--- config.mk ---
export PLATFORM = sky130hd
export DESIGN_NAME = lru_page_replacement_top
export DESIGN_NICKNAME = d
export VERILOG_FILES = /design/src/lrupr_pkg.sv /design/src/lrupr_cell.sv /design/src/lru_page_replacement_top.sv
export SDC_FILE = /design/constraint.sdc
export NUM_CORES = 1
export LEC_CHECK = 0
export ABC_AREA = 1
export BUFFER_PORTS_ARGS = -buffer_cell sky130_fd_sc_hd__buf_2
export CAP_MARGIN = 20
export CELL_PAD_IN_SITES_DETAIL_PLACEMENT = 1
export CELL_PAD_IN_SITES_GLOBAL_PLACEMENT = 1
export CORE_MARGIN = 1.5
export CORE_UTILIZATION = 42
export DETAILED_ROUTE_END_ITERATION = 16
export PLACE_DENSITY = 0.75
export SLEW_MARGIN = 20
export SYNTH_ARGS = -nofsm -noshare
export SYNTH_HDL_FRONTEND = slang
export SYNTH_HIERARCHICAL = 1
export SYNTH_SLANG_ARGS = --single-unit
--- constraint.sdc ---
create_clock -name i_clk -period 4.29 [get_ports i_clk]
set_input_delay 0.429 -clock i_clk [delete_from_list [all_inputs] [get_ports i_clk]]
set_output_delay 0.429 -clock i_clk [all_outputs]
set_load 0.1 [all_outputs]
--- src/lrupr_pkg.sv ---
// lrupr_pkg: shared widths, state encoding and cell-chain structs for the lru page table
// no dependencies; imported by lrupr_cell and lru_page_replacement_top
package lrupr_pkg;

    localparam int PAGE_W            = 16;
    localparam int FRAME_IDX_W       = 6;
    localparam int CNT_W             = 32;
    localparam int FRAME_COUNT_DEF   = 4;
    localparam int FRAME_COUNT_MAX   = 64;
    localparam int S_DATA_W          = 16;
    localparam int M_DATA_W          = 72;

    typedef enum logic [2:0] {
        S_IDLE = 3'b001,
        S_SCAN = 3'b010,
        S_UPD  = 3'b100
    } t_state;

    // ripple from frame 0 upward
    typedef struct packed {
        logic                   found;
        logic                   empty;
        logic [FRAME_IDX_W-1:0] hit_rank;
        logic [FRAME_IDX_W-1:0] idx;
    } t_chain;

    // broadcast from the controller to every cell
    typedef struct packed {
        logic                   upd;
        logic                   clear;
        logic                   found;
        logic                   empty;
        logic [FRAME_IDX_W-1:0] limit;
    } t_cmd;

endpackage

--- src/lrupr_cell.sv ---
// lrupr_cell: one frame of the table, holding page, valid bit and recency rank
// depends on lrupr_pkg; chained by lru_page_replacement_top
module lrupr_cell #(
    parameter int FRAME_COUNT = lrupr_pkg::FRAME_COUNT_DEF,
    parameter int IDX         = 0
) (
    input  logic                        i_clk,
    input  logic                        i_rst_n,
    input  logic [lrupr_pkg::PAGE_W-1:0] i_page,
    input  lrupr_pkg::t_cmd             i_cmd,
    input  lrupr_pkg::t_chain           i_chain,
    output lrupr_pkg::t_chain           o_chain,
    output logic                        o_valid
);
    import lrupr_pkg::*;

    localparam int RW = $clog2(FRAME_COUNT);

    logic [PAGE_W-1:0] r_page;
    logic              r_valid;
    logic [RW-1:0]     r_rank;
    logic              w_match;
    logic              w_first_empty;
    logic              w_oldest;
    logic              w_sel;

    assign w_match       = r_valid && (r_page == i_page) && !i_chain.found;
    assign w_first_empty = !r_valid && !i_chain.empty;
    assign w_oldest      = r_valid && (r_rank == RW'(FRAME_COUNT - 1));

    always_comb begin
        if (i_cmd.found) begin
            w_sel = w_match;
        end else if (i_cmd.empty) begin
            w_sel = w_first_empty;
        end else begin
            w_sel = w_oldest;
        end
    end

    always_comb begin
        o_chain.found    = i_chain.found | w_match;
        o_chain.empty    = i_chain.empty | !r_valid;
        o_chain.hit_rank = i_chain.hit_rank
                         | (w_match ? FRAME_IDX_W'(r_rank) : '0);
        o_chain.idx      = i_chain.idx | (w_sel ? FRAME_IDX_W'(IDX) : '0);
    end

    assign o_valid = r_valid;

    always_ff @(posedge i_clk) begin
        if (!i_rst_n) begin
            r_valid <= 1'b0;
            r_rank  <= '0;
        end else if (i_cmd.upd) begin
            if (i_cmd.clear) begin
                r_valid <= 1'b0;
                r_rank  <= '0;
            end else if (w_sel) begin
                r_valid <= 1'b1;
                r_rank  <= '0;
            end else if (r_valid && (!i_cmd.found || r_rank < i_cmd.limit[RW-1:0])) begin
                r_rank <= r_rank + 1'b1;
            end
        end
    end

    // page payload, no reset
    always_ff @(posedge i_clk) begin
        if (i_cmd.upd && !i_cmd.clear && w_sel && !i_cmd.found) begin
            r_page <= i_page;
        end
    end

endmodule

--- src/lru_page_replacement_top.sv ---
// lru_page_replacement_top: fully associative lru page table built from a chain of frame cells
// result: scan state, then update state; registered on update, which waits for a free output; held until taken
// one request at a time: accept, lookup over the cell chain, update, then ready again
// reset: synchronous active low; empties all frames, clears ranks and both counters
// depends on lrupr_pkg and lrupr_cell
module lru_page_replacement_top #(
    parameter int FRAME_COUNT = lrupr_pkg::FRAME_COUNT_DEF
) (
    input  logic                          i_clk,
    input  logic                          i_rst_n,
    input  logic                          i_s_axis_tvalid,
    output logic                          o_s_axis_tready,
    input  logic [lrupr_pkg::S_DATA_W-1:0] i_s_axis_tdata,  // page_number
    input  logic                          i_s_axis_tlast,  // end_of_run
    output logic                          o_m_axis_tvalid,
    input  logic                          i_m_axis_tready,
    output logic [lrupr_pkg::M_DATA_W-1:0] o_m_axis_tdata,  // hit, frame_index, hit_count, fault_count, pad
    output logic                          o_m_axis_tlast   // run_done
);
    import lrupr_pkg::*;

    t_state                 r_state;
    t_state                 n_state;
    logic [PAGE_W-1:0]      r_page;
    logic                   r_done;
    logic                   r_found;
    logic                   r_empty;
    logic [FRAME_IDX_W-1:0] r_hit_rank;
    logic [CNT_W-1:0]       r_hits;
    logic [CNT_W-1:0]       r_faults;
    logic [CNT_W-1:0]       n_hits;
    logic [CNT_W-1:0]       n_faults;
    logic                   r_out_valid;
    logic                   r_out_hit;
    logic [FRAME_IDX_W-1:0] r_out_frame;
    logic [CNT_W-1:0]       r_out_hits;
    logic [CNT_W-1:0]       r_out_faults;
    logic                   r_out_last;
    logic                   w_in_xfer;
    logic                   w_upd;
    t_cmd                   w_cmd;
    t_chain                 w_chain [FRAME_COUNT+1];
    logic [FRAME_COUNT-1:0] w_valid;

    assign o_s_axis_tready = (r_state == S_IDLE);
    assign w_in_xfer       = i_s_axis_tvalid && o_s_axis_tready;
    assign w_upd           = (r_state == S_UPD) && (!r_out_valid || i_m_axis_tready);

    assign w_cmd.upd   = w_upd;
    assign w_cmd.clear = r_done;
    assign w_cmd.found = r_found;
    assign w_cmd.empty = r_empty;
    assign w_cmd.limit = r_hit_rank;

    assign w_chain[0] = '0;

    for (genvar g = 0; g < FRAME_COUNT; g++) begin : g_cell
        lrupr_cell #(
            .FRAME_COUNT(FRAME_COUNT),
            .IDX        (g)
        ) u_cell (
            .i_clk  (i_clk),
            .i_rst_n(i_rst_n),
            .i_page (r_page),
            .i_cmd  (w_cmd),
            .i_chain(w_chain[g]),
            .o_chain(w_chain[g+1]),
            .o_valid(w_valid[g])
        );
    end

    always_comb begin
        n_state = r_state;
        unique case (r_state)
            S_IDLE: if (w_in_xfer) n_state = S_SCAN;
            S_SCAN: n_state = S_UPD;
            S_UPD:  if (w_upd) n_state = S_IDLE;
            default: n_state = S_IDLE;
        endcase
    end

    always_comb begin
        n_hits   = r_hits;
        n_faults = r_faults;
        if (r_found) begin
            if (r_hits != '1) n_hits = r_hits + 1'b1;
        end else begin
            if (r_faults != '1) n_faults = r_faults + 1'b1;
        end
    end

    always_ff @(posedge i_clk) begin
        if (!i_rst_n) begin
            r_state     <= S_IDLE;
            r_hits      <= '0;
            r_faults    <= '0;
            r_out_valid <= 1'b0;
        end else begin
            r_state <= n_state;
            if (w_upd) begin
                r_out_valid <= 1'b1;
                r_hits      <= r_done ? '0 : n_hits;
                r_faults    <= r_done ? '0 : n_faults;
            end else if (i_m_axis_tready) begin
                r_out_valid <= 1'b0;
            end
        end
    end

    always_ff @(posedge i_clk) begin
        if (w_in_xfer) begin
            r_page <= i_s_axis_tdata[PAGE_W-1:0];
            r_done <= i_s_axis_tlast;
        end
        if (r_state == S_SCAN) begin
            r_found    <= w_chain[FRAME_COUNT].found;
            r_empty    <= w_chain[FRAME_COUNT].empty;
            r_hit_rank <= w_chain[FRAME_COUNT].hit_rank;
        end
        if (w_upd) begin
            r_out_hit    <= r_found;
            r_out_frame  <= w_chain[FRAME_COUNT].idx;
            r_out_hits   <= n_hits;
            r_out_faults <= n_faults;
            r_out_last   <= r_done;
        end
    end

    assign o_m_axis_tvalid = r_out_valid;
    assign o_m_axis_tlast  = r_out_last;
    assign o_m_axis_tdata  = {1'b0, r_out_faults, r_out_hits, r_out_frame, r_out_hit};

    a_scan_after_xfer: assert property (@(posedge i_clk) disable iff (!i_rst_n)
        w_in_xfer |=> (r_state == S_SCAN))
        else $error("accepted request did not start a lookup");

    a_out_from_upd: assert property (@(posedge i_clk) disable iff (!i_rst_n)
        $rose(r_out_valid) |-> $past(r_state == S_UPD))
        else $error("result appeared without an update cycle");

    a_frame_range: assert property (@(posedge i_clk) disable iff (!i_rst_n)
        r_out_valid |-> ({1'b0, r_out_frame} < (FRAME_IDX_W+1)'(FRAME_COUNT)))
        else $error("frame index out of range");

    a_clear_on_last: assert property (@(posedge i_clk) disable iff (!i_rst_n)
        (w_upd && r_done) |=> (w_valid == '0) && (r_hits == '0) && (r_faults == '0))
        else $error("table not cleared after end of run");

endmodule
; ---- Word level (Yosys, flattened, before mapping)
; Cells that the tools add are included.
[word_totals]
output_inout_bits = 75
in_bits = 21
elab_cells = 172
regBits = 237
[op_classes]
reduce_logical = 64
n_bitwise = 11
n_mux = 46
order_cmp = 4
add_sub_neg = 6
n_eq_ne = 15
[op_table]
columns = op, n
row1 = two-way mux 32 bit, 6
row2 = adder 32 x 1 -> 32 bit (second input constant), 2
row3 = equality test 16 bit, 4
row4 = inequality test 32 bit (second input constant), 2
row5 = two-way mux 2 bit, 18
row6 = logical AND 1 bit, 29
row7 = two-way mux 1 bit, 19
row8 = AND reduction 2 bit, 9
row9 = logical NOT 1 bit, 12
row10 = nonzero test 3 bit, 4
row11 = nonzero test 2 bit, 5
row12 = case mux 3 bit (3 select lines), 1
row13 = adder 2 x 1 -> 2 bit (second input constant), 4
row14 = equality test 2 bit (second input constant), 4
row15 = less-than comparator 2 bit, 4
row16 = two-way mux 3 bit, 2
row17 = OR 1 bit, 6
row18 = OR 1 x 6 -> 6 bit, 1
row19 = OR 2 bit, 3
row20 = OR 6 bit, 1
row21 = logical OR 1 bit, 5
row22 = equality test 3 x 1 -> 1 bit (second input constant), 1
row23 = equality test 3 x 2 -> 1 bit (second input constant), 1
row24 = equality test 3 bit (second input constant), 1
row25 = other kinds (2), 2

; ---- Longest topological paths before layout
; Gate-level depths: netlist (run 1).
[logic_depth]
depth_word = 13
ltp_mapped = 18
mapped_depth_nobuf = 18

; ---- Hierarchy
; The synthesis (run 1) kept the hierarchy.
[modules_own_cells]
columns = module, cells_per_inst, n_inst, area_per_inst_um2
row1 = lru_page_replacement_top, 986, 1, 8249.2
row2 = lrupr_cell at g_cell[1].u_cell ..., 136, 2, 1118.6
row3 = lrupr_cell at g_cell[3].u_cell, 144, 1, 1157.4
row4 = lrupr_cell at g_cell[0].u_cell, 138, 1, 1122.3

; ---- Worst setup path after synthesis (run 1)
; Ideal clock, no wire load.
[synth_timing]
path_kind = register to register
startpoint = register r_out_valid (netlist: o_m_axis_tvalid)
endpoint = register g_cell[3].u_cell.r_page[0], enable pin
path_slack_ns = -0.446
arrival_ns = 4.327
required_ns = 3.881
path_stages_with_launch = 9
cell_sequence = dfxtp_1 > inv_1 > nor2_1 > inv_1 > nand2_1 > clkbuf_1 > inv_1 > inv_1 > nor3_1
[synth_via]
elab_chain_cells = 6
[synth_rtl]
columns = item, line
row1 = from (decl), lru_page_replacement_top.sv:33  ; logic r_out_valid;
row2 = from (signal assigned), lru_page_replacement_top.sv:97  ; r_out_valid <= 1'b0;
row3 = from (signal assigned), lru_page_replacement_top.sv:101  ; r_out_valid <= 1'b1;
row4 = from (signal assigned), lru_page_replacement_top.sv:105  ; r_out_valid <= 1'b0;
row5 = logical NOT 1 bit, lru_page_replacement_top.sv:47  ; assign w_upd = (r_state == S_UPD) && (!r_out_valid || i_m_axis_tready);
row6 = logical OR 1 bit, lru_page_replacement_top.sv:47
row7 = logical AND 1 bit, lru_page_replacement_top.sv:47
row8 = named net w_upd, lru_page_replacement_top.sv:40  ; logic w_upd;
row9 = logical AND 1 bit (3 in a row), lrupr_cell.sv:70  ; if (i_cmd.upd && !i_cmd.clear && w_sel && !i_cmd.found) begin
row10 = to (signal assigned), lrupr_cell.sv:71  ; r_page <= i_page;
row11 = to (decl), lrupr_cell.sv:19  ; logic [PAGE_W-1:0] r_page;
; The timed path passes the listed nets, and every way through them passes these cells.
; A chain may end at the register's enable or synchronous reset.

==> key figures, run 1 <==
Setup path
  – Setup slack, reg-to-reg: roughly 1600 ps
  – FF-to-FF End: g_cell[0].u_cell/r_page[7]$_DFFE_PP_
  – Worst-path cell with the longest stage delay: nor3_4
  – Worst-path cell chain: inv_1 > nand2_1 > nand2_1 > nor2_1 > nand2_1 > nor2_1 > nand2_1 > nor2_2 > nand3_2 > nand2_2 > nand2_2 > nor3_4
  – Critical path endpoint category: flip-flop
  – Most frequent cell on the critical path: nand2_1
  – Number of buffers and inverters on the critical path: 1
  – Crit-path leading delay family: simple AND/OR/NAND/NOR gates
  – R2R depth: 12
  – Worst-path maximum fanout: 16
  – CP arrival: around 2900 ps
  – Reg2reg start: r_page[3]$_DFFE_PP_
  – Worst endpoint required time: 4450 ps
  – Worst setup path class: reg -> reg
  – Largest stage delay, worst path: 630 ps
  – Worst Setup Start Kind: flip-flop

Clocking
  – Clock Latency Late Sink: approximately 540 ps
  – Sink Count: approximately 240
  – CTS tree: built
  – Post-CTS Setup Bufs: 0
  – Clock Tree Buf Depth: 3
  – # resized after CTS: 0
  – CTS buffer count: 27
  – Root Driver: clkbuf_16
  – Hold buffers post-CTS: 0
  – H-tree levels: 1
  – Clk slew on worst S/H paths: 60 ps

Yosys
  – Synthesized area: about 13000 um2
  – Mean Syn Cell Area: 8.24 um2
  – Synthesized instance count: approximately 1500
  – Yosys warnings: 6

STA
  – Fmax: around 0.37 GHz
  – Min Hold Slack: approximately 64 ps
  – Slew headroom: about a third
  – Post-layout min period: around 2700 ps
  – RSZ-0062 raised after global routing: false
  – Worst Max-Slew Pin Slew: around 1000 ps
  – Skew final: approximately 18 ps
  – Setup TNS Final: 0 ps
  – Final Max Tran Viols: 0
  – Share of the cycle needed by the critical path after routing: between 60% and 70%
  – Worst setup margin: roughly 1600 ps
  – Endpoints failing setup: 0
  – Final hold violation count: 0

Layout
  – Number of fill cells: between 3000 and 4000
  – Sequential cell area: 6320 um2
  – Share of cells above drive strength 1: 14.9%
  – Multi-input logic area: 5150 um2
  – Nets: roughly 1600
  – Synth-to-layout area growth: 12.6%

Worst hold path
  – Endpoint of the worst hold path: r_page[6]$_DFFE_PP_
  – Hold path start: i_s_axis_tdata[6]
  – Worst hold path depth: 1
  – HP Class: in -> reg

Floorplanning
  – I/O pin cnt: 96
  – Die H: 176 um
  – Initial core utilization: between 40% and 50%
  – Core ar.: between 20000 and 30000 um2
  – Placement Rows: 63
  – DIE AREA: 30900 um2
  – Width of the die: around 180 um

Routing
  – 1st-iter DRT viols: around 550
  – Antenna Nets Post-Route: 0
  – Vias per cell: a little over 5
  – Drt total wl: 34400 um
  – Vias after detailed routing: slightly above 10000
  – Drc violations: 0
  – Wire length per cell: roughly 17 um
  – DRT Pass-1 Iters: 4

Flow run
  – Max Cap Violations: 0

Global routing
  – Number of global-route vias before repair: 10974
  – Grt total ovfl: 0
  – Largest net degree at the start of global routing: 67
  – Initial antenna violation count: 1
  – GRT Util Overall: ~23%
  – First-pass GRT wire length: around 56000 um

Power
  – Max IR drop VDD: around 0.25 mV
  – Pwr dens: around 350 nW/um2
  – P_leak: around 5.5 nW

Placement
  – HPWL Detailed: 23800 um
  – Routability cong.: 0.827
  – Post-place setup slack: between 1000 and 1500 ps
  – Count of input and output buffers: 94

Outcome
  – Run status: finished, final reports clean
[where the power goes]
part / leakage [nW] / internal, mW / switching (mW)
Sequential: 1.95 / 2.45 / 0.0475
Combinational: 3.10 / 0.0486 / 0.138
Clock: 0.410 / 1.26 / 0.951
Total: 5.46 / 3.76 / 1.14
[area by class of cell]
cell class                      instances  area share [%]
Multi-Input combinational cell       1026            36.5
Sequential cell                       237            44.8
Clock inverter                         15           0.674
Antenna cell                            1          0.0177
Clock buffer                           34            5.19
Timing Repair Buffer                  100            3.66
Tap cell                              390            3.46
Inverter                              214            5.72
[worst max-delay path by stage]
stage,from,cells after the start,slack [ps],endpoint
final,r_page[3]$_DFFE_PP_,12,1570,g_cell[0].u_cell/r_page[7]$_DFFE_PP_
after detailed placement,r_page[5]$_DFFE_PP_,12,1480,g_cell[0].u_cell/r_page[3]$_DFFE_PP_
after global placement,r_page[5]$_DFFE_PP_,12,1340,g_cell[0].u_cell/r_page[3]$_DFFE_PP_
after floorplan,r_state[0]$_SDFFE_PN1P_,4,310,r_done$_DFFE_PP_
after CTS,r_page[3]$_DFFE_PP_,12,1540,g_cell[0].u_cell/r_page[7]$_DFFE_PP_
after global routing,r_page[5]$_DFFE_PP_,12,1300,g_cell[0].u_cell/r_page[7]$_DFFE_PP_
[flip-flops by register name, summed over array words and instances (netlist names)]
| name | flops |
|---|---|
| r_out_hits | 32 |
| g_cell.u_cell/o_valid | 4 |
| r_faults | 32 |
| r_empty | 1 |
| o_m_axis_tvalid | 1 |
| r_done | 1 |
| r_hit_rank | 2 |
| o_m_axis_tlast | 1 |
| r_out_faults | 32 |
| r_found | 1 |
| r_state | 3 |
| r_page | 16 |
| r_out_frame | 6 |
| r_out_hit | 1 |
| g_cell.u_cell/r_rank | 8 |
| g_cell.u_cell/r_page | 64 |
| r_hits | 32 |
[routing by layer]
layer / up-vias / global-route usage, % / wire length [um]
met5: - / 0 / 0
met4: 0 / 5.59 / 665
met3: 44 / 2.49 / 1060
met2: 142 / 41.2 / 17400
met1: 5049 / 28.5 / 15200
li1: 5036 / - / -
[cell usage in the layout, fill, tap and decap left out, types with 8 or more instances in the layout]
cell         n
a21o_1      11
a21oi_1     71
nand3_2     24
clkbuf_16   27
nor2_1     134
and2_1      41
edfxtp_1   157
nand2_1    434
nor2_4       8
xnor2_1     19
nor2_2      14
conb_1      12
nand4_1     31
o21ai_0     12
nand2_2     20
a21oi_2     10
nand3b_1     9
nor3_1       9
ha_1        10
nand3_1    110
inv_2        8
dfxtp_1     80
inv_1      205
buf_2       94
[through the flow]
stage / util, % / cells / power (mW) / area (um2)
floorplan: - / 1531 / 2.68 / 12600
finish: 47.8 / 2017 / 4.89 / 14100
global route: 47.8 / 2017 / 5.04 / 14100
global placement: 44.9 / 1967 / 2.72 / 13200
detailed placement: 45.0 / 1967 / 2.73 / 13300
CTS: 47.8 / 2016 / 4.95 / 14100
Power figures use the tool's default switching activity.
==> run 2, diff against run 1 <==
clock period = 2.2 ns   (was 4.29 ns; I/O delays follow)
==> run 2 against run 1 <==
  * Clock power rose by 110%
  * Global-route usage grew 1.1 points
  * Non-clock buffer count rose by 95
  * Critical endpoint is now r_hit_rank[1]$_DFFE_PN_
  * Sequential power increased by 93%
  * Final cell count up 4.9%
  * First-iteration DRC count decreased by 4.9%
  * Register-to-register slack got worse by 1600 ps
  * Hold slack got worse by 22 ps
  * Via count rose by 4.0%
  * Core utilization grew 4.1 points
==> key figures, run 2 (synthesis results as in run 1) <==
Power
  – P_leak: around 6.1 nW
  – Flop pwr share: 48.0%
  – Max IR drop VDD: between 0.6 and 0.7 mV
  – Psw: roughly 2.3 mW
  – Comb pwr share: under 10%
  – Internal power: slightly below 8 mW
  – Sw Share: 23.0%
  – Clock power frac: a little under half
  – Pwr dens: about 660 nW/um2

Global routing
  – Number of global-route vias before repair: roughly 11000
  – Grt total ovfl: 0
  – Initial antenna violation count: 0
  – GRT Util Overall: a little under a quarter
  – Largest net degree at the start of global routing: 66
  – First-pass GRT wire length: a little under 60000 um

Setup path
  – Worst endpoint required time: roughly 2500 ps
  – Worst setup path class: reg -> reg
  – Reg2reg start: r_page[1]$_DFFE_PP_
  – FF-to-FF End: r_hit_rank[1]$_DFFE_PN_
  – Critical path endpoint category: flip-flop
  – Setup slack, reg-to-reg: about 13 ps
  – R2R depth: 13
  – Worst-path maximum fanout: 7
  – CP arrival: 2490 ps
  – Worst Setup Start Kind: flip-flop

Layout
  – Share of cells above drive strength 1: a little over 20%
  – Synth-to-layout area growth: 22.3%
  – Commonest non-fill, non-tap cell in the layout: nand2_1
  – Most frequent cells in the layout: nand2_1, inv_1, edfxtp_1
  – Nets: roughly 1700
  – Final core utilization: about 52%
  – Max reg flops: 64
  – Register name with the most flops: g_cell.u_cell/r_page
  – N_diodes: 0

Clocking
  – Clk slew on worst S/H paths: around 60 ps
  – CTS tree: built
  – Sink Count: roughly 240
  – CTS buffer count: 28
  – Root Driver: clkbuf_16
  – Clock Latency Late Sink: ~560 ps
  – Clock Tree Buf Depth: 3
  – H-tree levels: 1

Floorplanning
  – DIE AREA: approximately 31000 um2
  – Initial core utilization: between 40% and 50%
  – Die H: ~180 um
  – I/O pin cnt: 96
  – Placement Rows: between 60 and 70
  – Core ar.: ~29000 um2
  – Width of the die: 176 um

Outcome
  – Run status: finished, final reports clean

Worst hold path
  – Endpoint of the worst hold path: g_cell[2].u_cell/r_rank[1]$_SDFFE_PN0P_
  – Worst hold path depth: 3
  – Hold path start: i_rst_n
  – HP Class: in -> reg

STA
  – Share of the cycle needed by the critical path after routing: 99.4%
  – RSZ-0062 raised after global routing: true
  – Endpoints failing setup: 0
  – Post-layout min period: 2190 ps
  – Final Max Tran Viols: 0
  – Final hold violation count: 0
  – Min Hold Slack: 42.8 ps
  – Skew final: 15.4 ps
  – Fmax: ~0.46 GHz

Placement
  – Routability cong.: a little over 0.8
  – HPWL Detailed: ~25000 um
  – Count of input and output buffers: 94

Routing
  – Vias after detailed routing: approximately 11000
  – DRT Pass-1 Iters: 4
  – Wire length per cell: between 15 and 20 um
  – Vias per cell: approximately 5.0
  – Antenna Nets Post-Route: 0
  – 1st-iter DRT viols: roughly 530
  – Drc violations: 0
  – Drt total wl: about 37000 um

Flow run
  – Max Cap Violations: 0
==> run 2: final cells by class <==
class                           count  area (um2)
Clock inverter                     16         143
Multi-Input combinational cell   1028        5320
Tap cell                          390         488
Clock buffer                       36         793
Fill cell                        3559       14200
Inverter                          214         807
Timing Repair Buffer              195        1440
Sequential cell                   237        6320
==> run 2: worst max-delay path, stage by stage (launching register included) <==
cell      delay (ps)
edfxtp_1         480
buf_4            180
nand2_1           50
nand2_1           50
nor2_1           150
nand2_1           80
nor2_2           120
nand2_1          100
o21ai_1          160
inv_1            100
buf_6            140
nand2_4           60
o21bai_1          80
o21bai_4         170
==> run 2: how the worst max path moves through the flow <==
stage / from / to / slack (ps)
detailed placement: r_page[3]$_DFFE_PP_ / g_cell[3].u_cell/r_rank[1]$_SDFFE_PN0P_ / -30
CTS: r_page[1]$_DFFE_PP_ / g_cell[3].u_cell/r_rank[1]$_SDFFE_PN0P_ / -1
floorplan: o_m_axis_tvalid$_SDFFE_PN0P_ / g_cell[0].u_cell/r_page[0]$_DFFE_PP_ / -700
global placement: r_page[3]$_DFFE_PP_ / g_cell[3].u_cell/r_rank[1]$_SDFFE_PN0P_ / 60
finish: r_page[1]$_DFFE_PP_ / r_hit_rank[1]$_DFFE_PN_ / 10
global route: r_page[9]$_DFFE_PP_ / g_cell[3].u_cell/r_rank[1]$_SDFFE_PN0P_ / -130
==> run 2: layer usage <==
layer	track usage, %	vias to the layer above	share of wire [%]
met5	0	-	0
met4	6.09	0	2.1
met3	2.55	50	3.3
met2	42.5	178	50
met1	30.3	5195	44
li1	-	5262	-
==> run 2: power by group through the flow <==
stage               Sequential, mW  Clock [mW]  Combinational [mW]
detailed placement            4.92           0               0.475
CTS                           4.83        4.80               0.516
global route                  4.83        4.95               0.585
floorplan                     4.98           0               0.246
global placement              4.92           0               0.459
finish                        4.83        4.70               0.536
==> run 2: timing repair <==
item                                   4_1_cts  5_1_grt
hold buffers                                19        0
gates resized for setup                      1       36
cloned                                       0        3
endpoints found under the hold margin       21        0
setup endpoints to repair                   23       63
setup buffers                                5       14
pin swaps                                    0       14
==> run 2: metrics by stage <==
stage	std cells	area, um2	power [mW]	setup slack [ps]	TNS (ps)
global placement	2023	13900	5.38	61.6	0
finish	2116	15300	10.1	12.6	0
detailed placement	2023	13900	5.40	-25.7	-36.1
CTS	2099	15000	10.1	-1.39	-1.39
global route	2116	15300	10.4	-128	-2290
floorplan	1531	12700	5.23	-701	-88460
